<file path="src/rtl/sti_pkg.sv">
// ----------------------------------------------------------------------------
// sti_pkg
// Types and codes shared by the sorted table block and its command checker.
// ----------------------------------------------------------------------------
package sti_pkg;

  localparam logic [2:0] CMD_APPEND = 3'd0;
  localparam logic [2:0] CMD_INSERT = 3'd1;
  localparam logic [2:0] CMD_REMOVE = 3'd2;
  localparam logic [2:0] CMD_SORTED = 3'd3;
  localparam logic [2:0] CMD_READ   = 3'd4;

  typedef enum logic [1:0] {
    ST_OK    = 2'd0,
    ST_FULL  = 2'd1,
    ST_RANGE = 2'd2,
    ST_EMPTY = 2'd3
  } status_t;

  typedef enum logic [2:0] {
    OP_NONE,
    OP_OPEN,
    OP_SEARCH,
    OP_REMOVE,
    OP_READ
  } op_t;

  typedef enum logic [3:0] {
    S_IDLE,
    S_PROBE,
    S_CMP,
    S_UP_RD,
    S_UP_WR,
    S_DN_RD,
    S_DN_WR,
    S_RD_RD,
    S_RD_WAIT
  } state_t;

  typedef struct packed {
    logic [2:0]  cmd;
    logic [63:0] key;
    logic [15:0] tag;
    logic [5:0]  index;
  } in_item_t;

  typedef struct packed {
    status_t     status;
    logic [5:0]  position;
    logic [6:0]  count;
    logic [63:0] read_key;
    logic [15:0] read_tag;
  } out_item_t;

  typedef struct packed {
    status_t status;
    op_t     op;
  } chk_t;

endpackage

</file>
<file path="src/rtl/sti_cmd_check.sv">
// ----------------------------------------------------------------------------
// sti_cmd_check
// Decodes a command against the entry count into a status and an operation.
// ----------------------------------------------------------------------------
module sti_cmd_check #(
  parameter int DEPTH = 64
) (
  input  logic [2:0]                    cmd,
  input  logic [5:0]                    index,
  input  logic [$clog2(DEPTH+1)-1:0]    count,
  output sti_pkg::chk_t                 chk
);
  import sti_pkg::*;

  localparam int CW = $clog2(DEPTH + 1);
  localparam int XW = (CW > 6) ? CW : 6;

  logic [XW-1:0] idx_x;
  logic [XW-1:0] cnt_x;
  logic          full;
  logic          empty;

  assign idx_x = XW'(index);
  assign cnt_x = XW'(count);
  assign full  = (count >= CW'(DEPTH));
  assign empty = (count == '0);

  always_comb begin
    chk.status = ST_OK;
    chk.op     = OP_NONE;
    case (cmd)
      CMD_APPEND, CMD_INSERT, CMD_SORTED: begin
        if (full) begin
          chk.status = ST_FULL;
        end else if (cmd == CMD_INSERT && idx_x > cnt_x) begin
          chk.status = ST_RANGE;
        end else if (cmd == CMD_SORTED && !empty) begin
          chk.op = OP_SEARCH;
        end else begin
          chk.op = OP_OPEN;
        end
      end
      CMD_REMOVE, CMD_READ: begin
        if (empty) begin
          chk.status = ST_EMPTY;
        end else if (idx_x >= cnt_x) begin
          chk.status = ST_RANGE;
        end else if (cmd == CMD_READ) begin
          chk.op = OP_READ;
        end else begin
          chk.op = OP_REMOVE;
        end
      end
      default: begin
        chk.op = OP_NONE;
      end
    endcase
  end

endmodule
</file>
<file path="config.mk">
export PLATFORM = sky130hd
export DESIGN_NAME = sti_cmd_check
export DESIGN_NICKNAME = d
export VERILOG_FILES = /design/src/rtl/sti_pkg.sv /design/src/rtl/sti_cmd_check.sv
export SDC_FILE = /design/constraint.sdc
export NUM_CORES = 1
export LEC_CHECK = 0
export ABC_AREA = 1
export BUFFER_PORTS_ARGS = -buffer_cell sky130_fd_sc_hd__buf_2
export CAP_MARGIN = 0
export CORE_AREA = 3 3 40 42
export DETAILED_ROUTE_END_ITERATION = 7
export DIE_AREA = 0 0 43 45
export GPL_TIMING_DRIVEN = 1
export PLACE_DENSITY_LB_ADDON = 0.3
export SYNTH_ARGS = -nofsm -noshare
export SYNTH_HDL_FRONTEND = slang
export SYNTH_SLANG_ARGS = --single-unit
</file>
<file path="constraint.sdc">
create_clock -name vclk -period 1.9
set_input_delay 0.285 -clock vclk [all_inputs]
set_output_delay 0.285 -clock vclk [all_outputs]
set_load 0.01 [all_outputs]
</file>
==> flow_metrics.env, run 1 <==
export IMPL_fin_ws_ns=0.207
export IMPL_drt_pass1_iterations=2
export IMPL_final_util_pct=36.5
export IMPL_dieArea_um2=1940
export IMPL_pre_cts_slack_ns=0.195
export IMPL_timing_final_crit_share_pct=89.1
export IMPL_avgSynthCellArea_um2=5.23
export IMPL_layout_cells_most_common_list="buf_2 (21), nand2_1 (15), inv_1 (14)"
export IMPL_maxCapViolations=0
export IMPL_status="completed"
export IMPL_dp_cells=102
export IMPL_rsz0062_at_grt="false"
export IMPL_core_area_um2=1280
export IMPL_antenna_found_initial=0
export IMPL_path_max_fanout=4
export IMPL_mostFrequentLayoutCell="buf_2"
export IMPL_drc=0
export IMPL_grt_overflow=0
export IMPL_cts_resized=0
export IMPL_grt_max_degree=6
export IMPL_fp_row_count=13
export IMPL_tns_ns=0
export IMPL_fin_crit_ns=1.69
export IMPL_critPathLaunchType="primary input"
export IMPL_cp_startpoint="count[5]"
export IMPL_wl_per_cell_um=7.38
export IMPL_portBuffers=21
export IMPL_grtUsageTotal_pct=8.46
export IMPL_syn_inst=66
export IMPL_synth_seq_area_share_pct=0
export IMPL_grt_pass1_vias=411
export IMPL_postCtsSetupBuffers=0
export IMPL_syn_nets=88
export IMPL_fp_dieW_um=43
export IMPL_power_leakage_nw=0.312
export IMPL_num_antenna_cells=0
export IMPL_slew_viol_final=0
export IMPL_nClkBuffers=0
export IMPL_drtAntennaViolNets=0
export IMPL_critPathRequiredTime_ns=1.62
export IMPL_wl_um=753
export IMPL_post_drt_via_cell_ratio=4.22
export IMPL_syn_area_um2=345
export IMPL_tightest_slew_ns=0.232
export IMPL_max_clock_freq_mhz=591
export IMPL_yosys_top_cells_area="ha_1 (22%), nand2_1 (16%), inv_1 (15%)"
export IMPL_ys_types=17
export IMPL_start_util_pct=26.9
export IMPL_io_pins=21
export IMPL_yosys_area_top_type="ha_1"
export IMPL_powerDensity_nw_per_um2=187
export IMPL_yosysTopAreaCellShare_pct=21.7
export IMPL_seq_area_um2=0
export IMPL_crit_type="in2out"
export IMPL_drtIter0Drc=3
export IMPL_place_congestion=0.728
export IMPL_ctsHoldBuffers=0
export IMPL_vias=430
export IMPL_setup_viol=0
export IMPL_relSlewSlack_pct=84.4
export IMPL_flops_and_latches=0
export IMPL_yosys_warnings=0
export IMPL_critPathCapture="chk[1]"
export IMPL_hold_class="in2out"
export IMPL_end_kind="primary output"
export IMPL_dp_hpwl_um=723
export IMPL_die_y_um=45
export IMPL_final_hold_viol_count=0
export IMPL_ir_worst_vdd_mv=0.0675
export IMPL_nNetsFinal=111
export IMPL_grt_pass1_wl_um=1390
export IMPL_arrival_ns=1.41
export IMPL_drive_gt1_share_pct=32.2
export IMPL_instances_no_fill=102
export IMPL_syn2layout_area_growth_pct=35.9
-- per-layer routing --
layer  GRT usage (%)  vias up  share of wire (%)
li1                -      247                  -
met1            10.7      174                 46
met2            16.8        9                 48
met3           0.398        0                5.4
met4               0        0                  0
met5               0        -                  0
-- area by class of cell --
class	count	area, um^2
fill	163	816
inverter	15	56.3
multi-input combinational	51	289
tap	15	18.8
timing repair buffer	21	105
-- synth_stat cells --
library cell and instances:
a21oi_2 1, nand2_2 4, a21oi_1 2, ha_1 6, nand2_1 15, nor2_2 1, nand3_1 3, inv_2 1
inv_1 14, nor3_1 3, o21ai_1 1, nor2_1 10, nand3b_1 1, nor3b_1 1, o21bai_1 1, o22ai_1 1
or2_0 1
-- where the power goes --
group,switching (mW),leakage (nW),internal [mW]
clock network,0,0,0
logic,0.0478,0.312,0.0401
registers,0,0,0
-- worst min path at each step --
stage                     cells past startpoint     start     end  slack, ns
after floorplan                               3  count[6]  chk[1]       0.72
after global placement                        5    cmd[2]  chk[0]       0.97
after detailed placement                      5    cmd[2]  chk[1]       0.97
after CTS                                     5    cmd[2]  chk[1]       0.97
after global routing                          5    cmd[2]  chk[1]       1.01
final                                         5    cmd[2]  chk[0]       0.96
-- per-stage QoR --
step / hold WS (ns) / instance area (um^2) / power, mW
after floorplan: 0.723 / 345 / 0.0549
after global placement: 0.965 / 469 / 0.0889
after detailed placement: 0.965 / 469 / 0.0896
after CTS: 0.965 / 469 / 0.0900
after global routing: 1.01 / 469 / 0.104
final: 0.962 / 469 / 0.0879
-- critical path, stage by stage --
cell and delay [ns]:
buf_2 0.09, inv_1 0.05, ha_1 0.29, inv_1 0.06
nor2_1 0.04, a21oi_2 0.15, nand2_2 0.09, nor2_1 0.10
nand2_1 0.08, nand2_1 0.06, buf_2 0.12
-- cells by family (layout without fill, tap and decap cells) --
group                      count (synthesis)  in the layout  synth area share (%)
AOI/OAI and AO/OA                          6              6                  10.9
adders and majority gates                  6              6                  21.7
buffers and inverters                     15             36                  16.3
and+or+nand+nor                           39             39                  51.1
Note: power is estimated with default switching activity, not from simulation.
==> run 2, diff against run 1 <==
--- a/config.mk
+++ b/config.mk
@@ -8,9 +8,9 @@
 export ABC_AREA = 1
 export BUFFER_PORTS_ARGS = -buffer_cell sky130_fd_sc_hd__buf_2
 export CAP_MARGIN = 0
-export CORE_AREA = 3 3 40 42
+export CORE_AREA = 8 8 45 47
 export DETAILED_ROUTE_END_ITERATION = 7
-export DIE_AREA = 0 0 43 45
+export DIE_AREA = 0 0 53 55
 export GPL_TIMING_DRIVEN = 1
 export PLACE_DENSITY_LB_ADDON = 0.3
 export SYNTH_ARGS = -nofsm -noshare
==> run 2 against run 1 <==
Against the previous run: worst hold slack hardly changed; first-iteration DRC count stayed put; sequential share of layout area stayed put; maximum frequency is 1.2% higher; final cell count is 0.98% higher; critical path depth stayed put; critical path type unchanged.
==> flow_metrics.env, run 2 (same netlist as run 1, synthesis figures left out) <==
export IMPL_placed_area_um2=470
export IMPL_ir_worst_vdd_mv=0.0584
export IMPL_fin_ws_ns=0.227
export IMPL_postCtsSetupBuffers=0
export IMPL_critPathRequiredTime_ns=1.62
export IMPL_p_total_mw=0.0881
export IMPL_maxCapViolations=0
export IMPL_post_drt_via_cell_ratio=4.18
export IMPL_ctsHoldBuffers=0
export IMPL_grt_pass1_vias=446
export IMPL_flops_and_latches=0
export IMPL_core_area_um2=1380
export IMPL_seq_area_um2=0
export IMPL_portBuffers=21
export IMPL_pre_cts_slack_ns=0.210
export IMPL_drtAntennaViolNets=0
export IMPL_vias=431
export IMPL_dp_hpwl_um=840
export IMPL_fp_row_count=14
export IMPL_nClkBuffers=0
export IMPL_fp_dieW_um=53
export IMPL_grt_pass1_wl_um=1660
export IMPL_hold_class="in2out"
export IMPL_min_delay_path_depth=5
export IMPL_fin_crit_ns=1.67
export IMPL_grt_max_degree=6
export IMPL_tns_ns=0
export IMPL_powerDensity_nw_per_um2=187
export IMPL_grtUsageTotal_pct=6.70
export IMPL_setup_viol=0
export IMPL_timing_final_crit_share_pct=88.1
export IMPL_start_util_pct=25.0
export IMPL_relSlewSlack_pct=82.1
export IMPL_hp_start="cmd[2]"
export IMPL_nNetsFinal=111
export IMPL_postLayoutCellArea_um2=470
export IMPL_wl_um=875
export IMPL_drc=0
export IMPL_arrival_ns=1.39
export IMPL_hold_slack_ns=0.962
export IMPL_grt_overflow=0
export IMPL_cts_resized=0
export IMPL_syn2layout_area_growth_pct=36.2
export IMPL_min_to="chk[1]"
export IMPL_drt_pass1_iterations=3
export IMPL_drtIter0Drc=3
export IMPL_layout_cells_most_common_list="buf_2 (21), nand2_1 (15), inv_1 (14)"
export IMPL_power_leakage_nw=0.312
export IMPL_critPathLaunchType="primary input"
export IMPL_crit_type="in2out"
export IMPL_slew_viol_final=0
export IMPL_dieArea_um2=2920
export IMPL_max_clock_freq_mhz=598
export IMPL_die_y_um=55
export IMPL_drive_gt1_share_pct=32.2
export IMPL_cp_startpoint="count[2]"
export IMPL_place_congestion=0.776
export IMPL_end_kind="primary output"
export IMPL_io_pins=21
export IMPL_antenna_found_initial=0
export IMPL_tightest_slew_ns=0.266
export IMPL_path_max_fanout=4
export IMPL_final_hold_viol_count=0
export IMPL_wl_per_cell_um=8.50
export IMPL_status="completed"
export IMPL_num_antenna_cells=0
export IMPL_rsz0062_at_grt="false"
export IMPL_mostFrequentLayoutCell="buf_2"
[run 2: per-stage QoR]
stage / cells / utilization (%)
finish: 103 / 34.0
floorplan: 66 / -
global placement: 103 / 34.0
global route: 103 / 34.0
detailed placement: 103 / 34.0
CTS: 103 / 34.0
[run 2: metal layers]
metal	wire [um]	vias to the layer above	part of all wire, %	global-route usage [%]
li1	-	247	-	-
met5	0	-	0	0
met3	27	0	3.1	0.535
met4	0	0	0	0
met2	454	8	52	13.1
met1	393	176	45	8.14
[run 2: final cells by class]
cell class | instances | area, um^2
tap | 16 | 20.0
fill | 166 | 913
timing repair buffer | 21 | 105
multi-input combinational | 51 | 289
inverter | 15 | 56.3
[run 2: how the worst max path moves through the flow]
stage                     slack (ns)  endpoint  cells past startpoint
after floorplan                 0.39    chk[2]                      7
after global placement          0.17    chk[2]                      9
after detailed placement        0.21    chk[0]                     11
after CTS                       0.21    chk[0]                     11
after global routing            0.07    chk[0]                     11
final                           0.23    chk[0]                     11
[run 2: report_power, final]
part / internal, mW / leakage [nW] / switching (mW)
registers: 0 / 0 / 0
clock network: 0 / 0 / 0
logic: 0.0400 / 0.312 / 0.0481
[run 2: worst max-delay path, cell delays in order]
cell,delay [ns]
buf_2,0.09
inv_1,0.05
ha_1,0.30
a21oi_1,0.13
nand2_1,0.06
nand2_1,0.07
nand2_2,0.07
nor2_1,0.09
nand2_1,0.07
nand2_1,0.06
buf_2,0.12
==> run 3, diff against run 2 <==
--- a/config.mk
+++ b/config.mk
@@ -13,6 +13,7 @@
 export DIE_AREA = 0 0 53 55
 export GPL_TIMING_DRIVEN = 1
 export PLACE_DENSITY_LB_ADDON = 0.3
+export REMOVE_ABC_BUFFERS = 1
 export SYNTH_ARGS = -nofsm -noshare
 export SYNTH_HDL_FRONTEND = slang
 export SYNTH_SLANG_ARGS = --single-unit
==> constraint.sdc (replaced) <==
create_clock -name vclk -period 1.5
set_input_delay 0.225 -clock vclk [all_inputs]
set_output_delay 0.225 -clock vclk [all_outputs]
set_load 0.01 [all_outputs]
==> run 3 against run 2 <==
Against the previous run: worst setup slack got worse by 0.20 ns; worst hold slack worse by 0.11 ns; via count rose by 4.9%; critical path depth down 1; first-iteration DRC count increased by 67%; combinational power grew 74%; core utilization is 8.5 points higher; final cell count increased by 0.97%; sequential cell count unchanged; total power up 74%; routed wire length is 12% higher; count of clock-buffer cells in the layout unchanged; largest cell class unchanged; largest power group unchanged.
==> flow_metrics.env, run 3 (same netlist as run 1, synthesis figures left out) <==
export IMPL_swShare_pct=50.6
export IMPL_wl_um=980
export IMPL_dp_hpwl_um=829
export IMPL_grt_overflow=0
export IMPL_drc=0
export IMPL_critPathRequiredTime_ns=1.27
export IMPL_fp_row_count=14
export IMPL_post_drt_via_cell_ratio=4.35
export IMPL_instances_no_fill=104
export IMPL_vias=452
export IMPL_crit_type="in2out"
export IMPL_combPwrFrac_pct=100.0
export IMPL_ctsHoldBuffers=0
export IMPL_seq_area_um2=0
export IMPL_layout_cells_most_common_list="buf_2 (17), nand2_1 (12), inv_1 (10)"
export IMPL_wl_per_cell_um=9.42
export IMPL_hp_start="cmd[2]"
export IMPL_nNetsFinal=112
export IMPL_postLayoutCellArea_um2=588
export IMPL_crit_buf_inv=2
export IMPL_final_hold_viol_count=0
export IMPL_die_y_um=55
export IMPL_cpLargestDelayFamily="simple AND/OR/NAND/NOR gates"
export IMPL_final_util_pct=42.5
export IMPL_clkPwrFrac_pct=0
export IMPL_start_util_pct=25.0
export IMPL_cp_slowest_cell="ha_4"
export IMPL_mostFrequentLayoutCell="buf_2"
export IMPL_timing_final_crit_share_pct=98.2
export IMPL_min_to="chk[1]"
export IMPL_nClkBuffers=0
export IMPL_cpPeakStageDelay_ns=0.27
export IMPL_crit_top_cell="nand2_1"
export IMPL_hold_class="in2out"
export IMPL_max_clock_freq_mhz=679
export IMPL_rsz0062_at_grt="true"
export IMPL_p_seq_share_pct=0
export IMPL_grt_pass1_wl_um=1520
export IMPL_flops_and_latches=0
export IMPL_maxCapViolations=0
export IMPL_drtIter0Drc=5
export IMPL_dieArea_um2=2920
export IMPL_drt_pass1_iterations=4
export IMPL_p_total_mw=0.153
export IMPL_grt_pass1_vias=399
export IMPL_place_congestion=0.748
export IMPL_io_pins=21
export IMPL_antenna_found_initial=0
export IMPL_num_antenna_cells=0
export IMPL_fin_crit_ns=1.47
export IMPL_relSlewSlack_pct=81.3
export IMPL_p_sw_mw=0.0777
export IMPL_arrival_ns=1.25
export IMPL_dp_cells=104
export IMPL_drive_gt1_share_pct=48.9
export IMPL_power_leakage_nw=0.328
export IMPL_end_kind="primary output"
export IMPL_syn2layout_area_growth_pct=70.3
export IMPL_drtAntennaViolNets=0
export IMPL_placed_area_um2=478
export IMPL_path_max_fanout=4
export IMPL_ir_worst_vdd_mv=0.0974
export IMPL_p_int_mw=0.0758
export IMPL_setup_viol=0
export IMPL_grtUsageTotal_pct=6.21
export IMPL_min_delay_path_depth=5
export IMPL_cp_startpoint="index[5]"
export IMPL_powerDensity_nw_per_um2=261
export IMPL_status="completed"
export IMPL_fp_dieW_um=53
export IMPL_slew_viol_final=0
export IMPL_tightest_slew_ns=0.278
export IMPL_path_cells="buf_2, ha_4, nand2_2, nor2_4, nand2_1, nand2_2, nand2_1, nand2_1, nand2_1, buf_2"
export IMPL_portBuffers=21
export IMPL_core_area_um2=1380
export IMPL_grt_max_degree=6
export IMPL_critPathLaunchType="primary input"
-- run 3: changes by cell type in the layout (fill, tap and decap cells not counted), moves of 2 or more --
cell | previous run | this run
buf_2 | 21 | 17
ha_1 | 6 | 2
ha_4 | 0 | 4
inv_1 | 14 | 10
buf_6 | 0 | 3
nand2_1 | 15 | 12
nand2_2 | 4 | 7
inv_2 | 1 | 3
-- run 3: tightest hold or removal path: cells and delay by family --
family,cells,cell delay [ns]
buffers and inverters,2,0.22
AND/OR/NAND/NOR,3,0.18
-- run 3: power by group through the flow --
stage	clock [mW]	sequential, mW	combinational (mW)
2_1_floorplan	0	0	0.0696
3_3_place_gp	0	0	0.115
3_5_place_dp	0	0	0.116
4_1_cts	0	0	0.144
5_1_grt	0	0	0.174
6_report	0	0	0.153
-- run 3: area by class of cell --
cell class         instances  area [um^2]
inverters                 15         63.8
well taps                 16         20.0
repair buffers            22          141
fillers                  151          796
multi-input cells         51          363
-- run 3: how the worst max path moves through the flow --
stage | depth (start not counted) | endpoint | slack, ns
2_1_floorplan | 7 | chk[2] | 0.11
3_3_place_gp | 11 | chk[0] | -0.05
3_5_place_dp | 11 | chk[0] | -0.08
4_1_cts | 11 | chk[1] | 0.003
5_1_grt | 11 | chk[1] | -0.08
6_report | 10 | chk[0] | 0.03
-- run 3: per-layer routing --
metal | global-route usage [%] | up-vias | routed length [um]
li1 | - | 250 | -
met4 | 0 | 0 | 0
met5 | 0 | - | 0
met3 | 0.535 | 0 | 23
met2 | 12.7 | 10 | 552
met1 | 7.09 | 192 | 404
-- run 3: what timing repair did --
action | 4_1_cts | 5_1_grt
buffers inserted | 0 | 0
setup endpoints to repair | 4 | 4
resized for setup | 16 | 7
pin swaps | 9 | 10
-- run 3: metrics by stage --
step / hold WS [ns] / setup TNS, ns / setup WS, ns
4_1_cts: 0.845 / 0 / 0.00299
2_1_floorplan: 0.603 / 0 / 0.111
3_3_place_gp: 0.836 / -0.169 / -0.0474
3_5_place_dp: 0.841 / -0.290 / -0.0805
6_report: 0.850 / 0 / 0.0265
5_1_grt: 0.883 / -0.213 / -0.0818
